**src/rtl/b64sd_pkg.sv**
```systemverilog
// b64sd_pkg: shared types, constants and the character classifier for the
// base64 stream decoder. No dependencies.
`timescale 1ns / 1ps

package b64sd_pkg;

    localparam int unsigned CHAR_W        = 8;
    localparam int unsigned DIGIT_W       = 6;
    localparam int unsigned COUNT_W       = 16;
    localparam int unsigned STATUS_W      = 2;
    localparam int unsigned ACC_W         = 12;
    localparam int unsigned PHASE_W       = 2;
    localparam int unsigned QUEUE_DEPTH_D = 4;
    localparam logic [COUNT_W-1:0] CAPACITY_RESET = 16'hFFFF;

    localparam logic [STATUS_W-1:0] ST_OK       = 2'd0;
    localparam logic [STATUS_W-1:0] ST_BAD_CHAR = 2'd1;
    localparam logic [STATUS_W-1:0] ST_OVERFLOW = 2'd2;

    typedef enum logic [1:0] {
        K_SKIP  = 2'd0,
        K_DIGIT = 2'd1,
        K_BAD   = 2'd2
    } t_kind;

    typedef struct packed {
        t_kind               kind;
        logic [DIGIT_W-1:0]  digit;
        logic                last;
    } t_item;

    typedef struct packed {
        logic  valid;
        t_item item;
    } t_q_head;

    function automatic t_item classify(input logic [CHAR_W-1:0] c, input logic last);
        t_item r;
        r.kind  = K_BAD;
        r.digit = '0;
        r.last  = last;
        if (c >= "A" && c <= "Z") begin
            r.kind  = K_DIGIT;
            r.digit = DIGIT_W'(c - "A");
        end else if (c >= "a" && c <= "z") begin
            r.kind  = K_DIGIT;
            r.digit = DIGIT_W'(c - "a" + 8'd26);
        end else if (c >= "0" && c <= "9") begin
            r.kind  = K_DIGIT;
            r.digit = DIGIT_W'(c - "0" + 8'd52);
        end else if (c == "+") begin
            r.kind  = K_DIGIT;
            r.digit = 6'd62;
        end else if (c == "/") begin
            r.kind  = K_DIGIT;
            r.digit = 6'd63;
        end else if (c == "=" || c == 8'h0D || c == 8'h0A) begin
            r.kind  = K_SKIP;
        end
        return r;
    endfunction

endpackage

```
**src/rtl/base64_stream_decoder.sv**
```systemverilog
// base64_stream_decoder: top level of the streaming base64 decoder.
// A character passes the queue, then the output register. Throughput: one character
// per cycle while the queue is not full; the queue and output register absorb stalls.
// Reset (i_rst_n low, synchronous) clears message state, empties the queue
// and sets the capacity register to 65535. Depends on b64sd_pkg and submodules.
`timescale 1ns / 1ps

module base64_stream_decoder
    import b64sd_pkg::*;
#(
    parameter int unsigned QUEUE_DEPTH = QUEUE_DEPTH_D
) (
    input  logic               i_clk,
    input  logic               i_rst_n,
    // slave side
    input  logic               s_axis_tvalid,
    output logic               s_axis_tready,
    input  logic [7:0]         s_axis_tdata,   // [7:0] char_code
    input  logic               s_axis_tlast,   // last_char
    // master side
    output logic               m_axis_tvalid,
    input  logic               m_axis_tready,
    output logic [23:0]        m_axis_tdata,   // [7:0] data_byte, [23:8] byte_count
    output logic [2:0]         m_axis_tuser,   // [0] byte_valid, [2:1] status
    output logic               m_axis_tlast,   // message_end
    // capacity register write
    input  logic               i_cfg_valid,
    output logic               o_cfg_ready,
    input  logic [COUNT_W-1:0] i_cfg_data
);

    logic [COUNT_W-1:0] r_capacity;
    logic               w_full;
    logic               w_push;
    logic               w_pop;
    t_item              w_item;
    t_q_head            w_head;

    assign o_cfg_ready = 1'b1;

    always_ff @(posedge i_clk) begin
        if (!i_rst_n) begin
            r_capacity <= CAPACITY_RESET;
        end else if (i_cfg_valid) begin
            r_capacity <= i_cfg_data;
        end
    end

    b64sd_front u_front (
        .i_tvalid (s_axis_tvalid),
        .i_char   (s_axis_tdata),
        .i_last   (s_axis_tlast),
        .i_full   (w_full),
        .o_tready (s_axis_tready),
        .o_push   (w_push),
        .o_item   (w_item)
    );

    b64sd_queue #(
        .DEPTH (QUEUE_DEPTH)
    ) u_queue (
        .i_clk   (i_clk),
        .i_rst_n (i_rst_n),
        .i_push  (w_push),
        .i_item  (w_item),
        .i_pop   (w_pop),
        .o_full  (w_full),
        .o_head  (w_head)
    );

    b64sd_back u_back (
        .i_clk      (i_clk),
        .i_rst_n    (i_rst_n),
        .i_head     (w_head),
        .i_capacity (r_capacity),
        .i_tready   (m_axis_tready),
        .o_pop      (w_pop),
        .o_tvalid   (m_axis_tvalid),
        .o_tdata    (m_axis_tdata),
        .o_tuser    (m_axis_tuser),
        .o_tlast    (m_axis_tlast)
    );

endmodule

```
**src/rtl/b64sd_front.sv**
```systemverilog
// b64sd_front: input request handshake and character classification.
// Depends on b64sd_pkg.
`timescale 1ns / 1ps

module b64sd_front
    import b64sd_pkg::*;
(
    input  logic              i_tvalid,
    input  logic [CHAR_W-1:0] i_char,
    input  logic              i_last,
    input  logic              i_full,
    output logic              o_tready,
    output logic              o_push,
    output t_item             o_item
);

    t_item w_item;

    always_comb begin
        w_item   = classify(i_char, i_last);
        o_tready = !i_full;
        // skipped characters that do not close a message change nothing
        o_push   = i_tvalid && !i_full && (w_item.kind != K_SKIP || i_last);
        o_item   = w_item;
    end

endmodule

```
**src/rtl/b64sd_queue.sv**
```systemverilog
// b64sd_queue: small FIFO of classified characters between front and back.
// Depends on b64sd_pkg.
`timescale 1ns / 1ps

module b64sd_queue
    import b64sd_pkg::*;
#(
    parameter int unsigned DEPTH = QUEUE_DEPTH_D
) (
    input  logic    i_clk,
    input  logic    i_rst_n,
    input  logic    i_push,
    input  t_item   i_item,
    input  logic    i_pop,
    output logic    o_full,
    output t_q_head o_head
);

    localparam int unsigned PTR_W = (DEPTH > 1) ? $clog2(DEPTH) : 1;
    localparam int unsigned CNT_W = $clog2(DEPTH + 1);

    t_item             r_mem [DEPTH];
    logic [PTR_W-1:0]  r_wr_ptr, n_wr_ptr;
    logic [PTR_W-1:0]  r_rd_ptr, n_rd_ptr;
    logic [CNT_W-1:0]  r_count,  n_count;

    function automatic logic [PTR_W-1:0] next_ptr(input logic [PTR_W-1:0] p);
        return (p == PTR_W'(DEPTH - 1)) ? '0 : p + 1'b1;
    endfunction

    always_comb begin
        n_wr_ptr = i_push ? next_ptr(r_wr_ptr) : r_wr_ptr;
        n_rd_ptr = i_pop  ? next_ptr(r_rd_ptr) : r_rd_ptr;
        n_count  = r_count + CNT_W'(i_push) - CNT_W'(i_pop);
        o_full        = (r_count == CNT_W'(DEPTH));
        o_head.valid  = (r_count != '0);
        o_head.item   = r_mem[r_rd_ptr];
    end

    always_ff @(posedge i_clk) begin
        if (!i_rst_n) begin
            r_wr_ptr <= '0;
            r_rd_ptr <= '0;
            r_count  <= '0;
        end else begin
            r_wr_ptr <= n_wr_ptr;
            r_rd_ptr <= n_rd_ptr;
            r_count  <= n_count;
        end
    end

    always_ff @(posedge i_clk) begin
        if (i_push) begin
            r_mem[r_wr_ptr] <= i_item;
        end
    end

endmodule

```
**src/rtl/b64sd_back.sv**
```systemverilog
// b64sd_back: bit accumulator, byte counter, error latch and output register.
// Depends on b64sd_pkg.
`timescale 1ns / 1ps

module b64sd_back
    import b64sd_pkg::*;
(
    input  logic               i_clk,
    input  logic               i_rst_n,
    input  t_q_head            i_head,
    input  logic [COUNT_W-1:0] i_capacity,
    input  logic               i_tready,
    output logic               o_pop,
    output logic               o_tvalid,
    output logic [23:0]        o_tdata,
    output logic [2:0]         o_tuser,
    output logic               o_tlast
);

    logic [ACC_W-1:0]    r_acc,   n_acc;
    logic [PHASE_W-1:0]  r_phase, n_phase;
    logic [COUNT_W-1:0]  r_cnt,   n_cnt;
    logic [STATUS_W-1:0] r_err,   n_err;

    logic                r_out_valid;
    logic [23:0]         r_tdata;
    logic [2:0]          r_tuser;
    logic                r_tlast;

    logic [ACC_W-1:0]    w_acc_sh;
    logic [7:0]          w_byte;
    logic                w_have_byte;
    logic                w_emit;
    logic [COUNT_W-1:0]  w_count_out;
    logic [STATUS_W-1:0] w_status_out;

    always_comb begin
        o_pop = i_head.valid && (!r_out_valid || i_tready);

        n_acc       = r_acc;
        n_phase     = r_phase;
        n_cnt       = r_cnt;
        n_err       = r_err;
        w_have_byte = 1'b0;
        w_byte      = '0;
        w_acc_sh    = {r_acc[ACC_W-DIGIT_W-1:0], i_head.item.digit};

        if (r_err == ST_OK) begin
            case (i_head.item.kind)
                K_BAD: begin
                    n_err = ST_BAD_CHAR;
                end
                K_DIGIT: begin
                    if (r_phase == '0) begin
                        n_acc   = w_acc_sh;
                        n_phase = 2'd3;
                    end else if (r_cnt >= i_capacity) begin
                        n_err = ST_OVERFLOW;
                    end else begin
                        w_have_byte = 1'b1;
                        n_cnt       = r_cnt + 1'b1;
                        n_phase     = r_phase - 1'b1;
                        case (r_phase)
                            2'd3: begin
                                w_byte = w_acc_sh[11:4];
                                n_acc  = {8'd0, w_acc_sh[3:0]};
                            end
                            2'd2: begin
                                w_byte = w_acc_sh[9:2];
                                n_acc  = {10'd0, w_acc_sh[1:0]};
                            end
                            default: begin
                                w_byte = w_acc_sh[7:0];
                                n_acc  = '0;
                            end
                        endcase
                    end
                end
                default: ;
            endcase
        end

        w_emit       = w_have_byte || i_head.item.last;
        w_count_out  = (i_head.item.last && n_err != ST_OK) ? '0 : n_cnt;
        w_status_out = i_head.item.last ? n_err : ST_OK;

        if (i_head.item.last) begin
            n_acc   = '0;
            n_phase = '0;
            n_cnt   = '0;
            n_err   = ST_OK;
        end
    end

    always_ff @(posedge i_clk) begin
        if (!i_rst_n) begin
            r_acc       <= '0;
            r_phase     <= '0;
            r_cnt       <= '0;
            r_err       <= ST_OK;
            r_out_valid <= 1'b0;
        end else begin
            if (o_pop) begin
                r_acc       <= n_acc;
                r_phase     <= n_phase;
                r_cnt       <= n_cnt;
                r_err       <= n_err;
                r_out_valid <= w_emit;
            end else if (i_tready) begin
                r_out_valid <= 1'b0;
            end
        end
    end

    always_ff @(posedge i_clk) begin
        if (o_pop && w_emit) begin
            r_tdata <= {w_count_out, w_byte};
            r_tuser <= {w_status_out, w_have_byte};
            r_tlast <= i_head.item.last;
        end
    end

    assign o_tvalid = r_out_valid;
    assign o_tdata  = r_tdata;
    assign o_tuser  = r_tuser;
    assign o_tlast  = r_tlast;

endmodule

```
**config.mk**
```make
export PLATFORM = sky130hd
export DESIGN_NAME = base64_stream_decoder
export DESIGN_NICKNAME = d
export VERILOG_FILES = /design/src/rtl/b64sd_pkg.sv /design/src/rtl/base64_stream_decoder.sv /design/src/rtl/b64sd_front.sv /design/src/rtl/b64sd_queue.sv /design/src/rtl/b64sd_back.sv
export SDC_FILE = /design/constraint.sdc
export NUM_CORES = 1
export LEC_CHECK = 0
export BUFFER_PORTS_ARGS = -buffer_cell sky130_fd_sc_hd__clkbuf_2
export CAP_MARGIN = 10
export CORE_ASPECT_RATIO = 2
export CORE_UTILIZATION = 35
export CTS_BUF_LIST = sky130_fd_sc_hd__clkbuf_2 sky130_fd_sc_hd__clkbuf_4 sky130_fd_sc_hd__clkbuf_8
export CTS_CLUSTER_DIAMETER = 40
export DETAILED_ROUTE_END_ITERATION = 10
export GPL_TIMING_DRIVEN = 1
export SLEW_MARGIN = 20
export SYNTH_ARGS = -nofsm -noshare
export SYNTH_HDL_FRONTEND = slang
export SYNTH_HIERARCHICAL = 1
export SYNTH_SLANG_ARGS = --single-unit
export TNS_END_PERCENT = 20
```
**constraint.sdc**
```tcl
create_clock -name i_clk -period 10.8 [get_ports i_clk]
set_input_delay 1.08 -clock i_clk [delete_from_list [all_inputs] [get_ports i_clk]]
set_output_delay 1.08 -clock i_clk [all_outputs]
set_load 0.02 [all_outputs]
```
[After elaboration in Yosys (flattened, before gate mapping)]
Memories as Yosys holds them, arrays and structs flattened. A register that Yosys moved wholly into a read port is not among the register bits.
Index checks and enable logic that the tools add are counted.
Word-level totals
  bits in registers: 78
  bits in read-only memories: 0
  RAM bits: 36
  memories: 1
  bits in latches: 0
  bits of input ports: 30
  logic and storage cells: 114
  output and inout bits: 31
Memory list
  u_queue.r_mem: depth 4, bits a word 9, rd ports 1, clocked after Yosys merged registers in 1, wr ports 1, line b64sd_queue.sv:22  | t_item r_mem [DEPTH];
Operators by class
  div/mod/pow operators: 0
  mux-type cells: 41
  shift operators: 0
  add/subtract/negate cells: 11
  reduce and logical (&&, ||, !) cells: 25
  bitwise logic cells: 2
  equal/unequal tests: 13
  order comparisons: 7
  multiply operators: 0
Operators with widths (count)
  2-to-1 mux 16 bit: 5
  2-to-1 mux 6 bit: 6
  2-to-1 mux 8 bit: 4
  2-to-1 mux 2 bit: 15
  equality test 8 x 6 -> 1 bit, second input constant: 3
  adder 16 x 1 -> 16 bit, second input constant: 1
  equality test 8 x 4 -> 1 bit, second input constant: 2
  >= comparator 16 bit: 1
  >= comparator 8 x 7 -> 1 bit, second input constant: 2
  <= comparator 8 x 7 -> 1 bit, second input constant: 2
  case mux 8 bit (2 select lines): 1
  subtractor 6 bit, second input constant: 2
  equality test 2 bit, second input constant: 5
  nonzero test 2 bit: 5
  >= comparator 8 x 6 -> 1 bit, second input constant: 1
  <= comparator 8 x 6 -> 1 bit, second input constant: 1
  logical AND 1 bit: 8
  2-to-1 mux 1 bit: 8
  case mux 4 bit (2 select lines): 1
  adder 6 x 5 -> 6 bit, second input constant: 1
  adder 6 bit, second input constant: 1
  subtractor 6 x 1 -> 6 bit, second input constant: 1
  logical OR 1 bit: 5
  adder 2 x 1 -> 2 bit, second input constant: 2
  13 further kinds: 16

[Depth between registers and ports, before layout]
  word-level depth: 14
  gate-level depth with buffers: 11

[By module]
The synthesis kept the hierarchy.
Modules (own cells, without submodules)
  b64sd_back: instances 1, seq. area each 1381.3 µm², cells each 344, area an instance 3261.9 µm²
  b64sd_queue: instances 1, seq. area each 1261.2 µm², cells each 91, area an instance 1759.2 µm²
  b64sd_front: instances 1, seq. area each 0.0 µm², cells each 90, area an instance 665.6 µm²
  base64_stream_decoder: instances 1, seq. area each 320.3 µm², cells each 54, area an instance 591.8 µm²

[Least setup slack after synthesis]
Ideal clock, no wire load.
  path type: input port to flip-flop
  start: input s_axis_tdata[1]
  end: register u_queue.r_count[2]
  path buffers: 0
  data required time: 10.736 ns
  cell stages on the path: 10
  setup slack: 7.134 ns
  data arrival time: 3.602 ns
  library setup time: 0.064 ns
  cell sequence: inv_1 ha_1 a2111oi_4 a221o_2 o211ai_1 o311a_1 ha_1 fa_1 xor3_1 nor2_1
RTL lines
  start: declaration: line base64_stream_decoder.sv:18  | input logic [7:0] s_axis_tdata,
  end signal: assignment: line b64sd_queue.sv:48  | r_count <= n_count;
  end: declaration: line b64sd_queue.sv:25  | logic [CNT_W-1:0] r_count, n_count;

==> results.ini <==
[run_status]
status = complete, no violations

[place]
placed_area_um2 = 6690
dp_slack_ns = 6.56
dpl.hpwl_um = 11300
numPortBuffers = 59
gp_congestion = 0.882

[cells_and_area]
fin_nets = 704
fill_cells = 1689
regArea_um2 = 2960
multiInputGateArea_um2 = 3000
fin_area_um2 = 7100
diodes = 0
area_growth_pct = 13.0
drive_gt1_share_pct = 18.9

[global_routing]
grt-ovfl-total = 0
first_global_vias = 4841
grt.total_usage_pct = 16.7
antenna_found_initial = 0
grt_max_degree = 51
grt_pass1_wl_um = 23700

[logic_synthesis]
synth_commonest_cells = edfxtp_1 (64), dfxtp_1 (52), nand2_1 (44)
syn_avg_cell_area_um2 = 10.8
synth.most_common_cell = edfxtp_1
synthAdderAreaFrac_pct = 8.29
synth_edf_count = 64
syn-num-nets = 650
netlist-cell-type-count = 81
ys_seq_area_share_pct = 47.2
synth-simple-area-share_pct = 15.9
synth-xor-area-share_pct = 2.47
ys_seq_elements = 116
synth_top_family_by_area = simple AND/OR/NAND/NOR gates
yosysTopAreaCell = edfxtp_1
synth_area_um2 = 6280
yosys_most_used_dff = edfxtp_1
syn-instance-count = 579
synthArstFlopShare_pct = 0
synth.area.top_cells = edfxtp_1 (31%), dfxtp_1 (17%), ha_1 (8.0%)
synth_top_cell_area_share_pct = 30.6
synthMuxAreaShare_pct = 6.26
synth_compound_area_share_pct = 14.8
ys_warn_count = 6

[clocking]
clock_path_buffers = 2
postCtsHoldBufs = 0
clk_pin_slew_ns = 0.07
cts_sinks = 116
clk_latency_ns = 0.44
cts_htree_levels = 4
cts_buffers = 17
tritoncts = done
root_buffer = clkbuf_8
post-cts-setup-buffers = 0
cts_resized = 0

[floorplanning]
die_w_um = 96.7
io_pins = 61
initial_core_util_pct = 35.5
placementRows = 69
dieArea_um2 = 18500
die_h_um = 191
fp.coreArea_um2 = 17700

[critical_path]
critical_path_class = input pin to flip-flop
cp.arrival_ns = 4.25
worstSetupStartpointType = input pin
cp-startpoint = s_axis_tdata[2]
cp_data_required_time_ns = 11.18
cp_max_fo = 8
end_kind = flip-flop

[detailed_routing]
wl_um = 15000
drtPass1Iterations = 5
drtIter0Drc = 323
detail_route.vias_per_cell = 5.48
drc = 0
vias = 4706
antenna_left = 0
wl_per_cell_um = 17.5

[power_and_ir_drop]
power.leakage_nw = 2.89
power_density_nw_per_um2 = 211
peakVddDrop_mv = 0.0668

[sta]
setup_tns_ns = 0
max_freq_mhz = 258
whs_ns = 0.473
rsz0062_at_grt = no
fin_crit_ns = 3.87
hold_violations = 0
tightest_slew_ns = 0.959
clock_skew_ns = 0.0112
setup_ws_ns = 6.93
slew_headroom_pct = 36.0
drv_slew = 0
setup_violations = 0
post-route-period-util_pct = 35.9

[min_path]
min_path_type = flip-flop to flip-flop
hp-start = r_capacity[1]

[flow_run]
cap_violations = 0

[layout by cell type, fill, tap and decap left out, types with 8 or more instances in the layout]
| master | netlist | layout |
|---|---|---|
| clkbuf_8 | 0 | 17 |
| clkbuf_2 | 1 | 59 |
| mux4_2 | 9 | 9 |
| o21ai_0 | 20 | 20 |
| a21boi_1 | 8 | 8 |
| and3_1 | 10 | 10 |
| xor2_1 | 11 | 11 |
| or3_1 | 9 | 9 |
| nand2_1 | 44 | 44 |
| and2_1 | 10 | 10 |
| a31oi_1 | 8 | 8 |
| nand3_1 | 16 | 16 |
| inv_1 | 39 | 39 |
| dfxtp_1 | 52 | 52 |
| a22oi_1 | 10 | 10 |
| nor2_1 | 39 | 38 |
| mux2i_1 | 19 | 19 |
| a21oi_1 | 28 | 28 |
| edfxtp_1 | 64 | 64 |
| nor3_1 | 9 | 9 |
| nand4_1 | 10 | 10 |
| ha_1 | 40 | 40 |
[critical path, cell delays in order]
cell,delay [ns]
clkbuf_2,0.16
inv_1,0.25
ha_1,0.29
a21oi_1,0.11
a21oi_1,0.33
a221o_2,0.29
o211ai_1,0.20
o311a_1,0.48
ha_1,0.25
fa_1,0.39
xor3_1,0.35
nor2_1,0.08
[routing by layer]
layer	routed length, um	GRT usage [%]	vias up
met1	4990	14.1	2243
li1	-	-	2250
met4	1000	14.5	0
met2	8500	32.8	153
met5	0	0	-
met3	497	2.78	60
[power breakdown]
group | internal, mW | leakage (nW) | switching (mW)
sequential | 0.571 | 1.03 | 0.0460
combinational | 0.161 | 1.66 | 0.303
clock | 0.232 | 0.199 | 0.182
total | 0.964 | 2.89 | 0.532
[metrics by stage]
| stage | total power, mW | cells | util, % |
|---|---|---|---|
| after global placement | 1.08 | 827 | 37.8 |
| final | 1.50 | 859 | 40.1 |
| after floorplan | 0.953 | 579 | - |
| after detailed placement | 1.10 | 827 | 37.8 |
| after CTS | 1.51 | 859 | 40.1 |
| after global routing | 1.57 | 859 | 40.1 |
[final timing paths]
check / end / depth (start not counted) / slack [ns]
max: u_queue/r_count[2] / 12 / 6.93
min reg2reg: r_capacity[1] / 2 / 0.47
min: r_capacity[1] / 2 / 0.47
max reg2reg: u_back/o_tdata[1] / 9 / 7.23
[registers in the layout, indices dropped and copies added (netlist names), named ones only]
register / count
u_back/r_err: 2
u_back/o_tuser: 3
u_back/o_tlast: 1
r_capacity: 16
u_queue/r_mem: 36
u_queue/r_rd_ptr: 2
u_queue/r_wr_ptr: 2
u_back/r_acc: 6
u_back/o_tdata: 24
u_back/o_tvalid: 1
u_back/r_phase: 2
u_back/r_cnt: 16
u_queue/r_count: 3
[layout make-up]
cell class,count,area share (%)
flip-flops and latches,116,41.7
clock inverters,13,2.27
clock buffers,19,3.51
well taps,213,3.76
repair buffers,60,4.27
multi-input cells,397,42.3
inverters,41,2.17
[cell families (layout without fill, tap and decap cells)]
group | Yosys count | count (layout)
multiplexers | 28 | 28
buffers and inverters | 66 | 133
adder cells (fa/ha/maj) | 41 | 41
AND/OR/NAND/NOR | 185 | 185
flip-flops | 116 | 116
XOR/XNOR | 16 | 16
other | 1 | 1
AO/OA/AOI/OAI | 126 | 126
No activity file was read; power rests on OpenSTA's default activity.
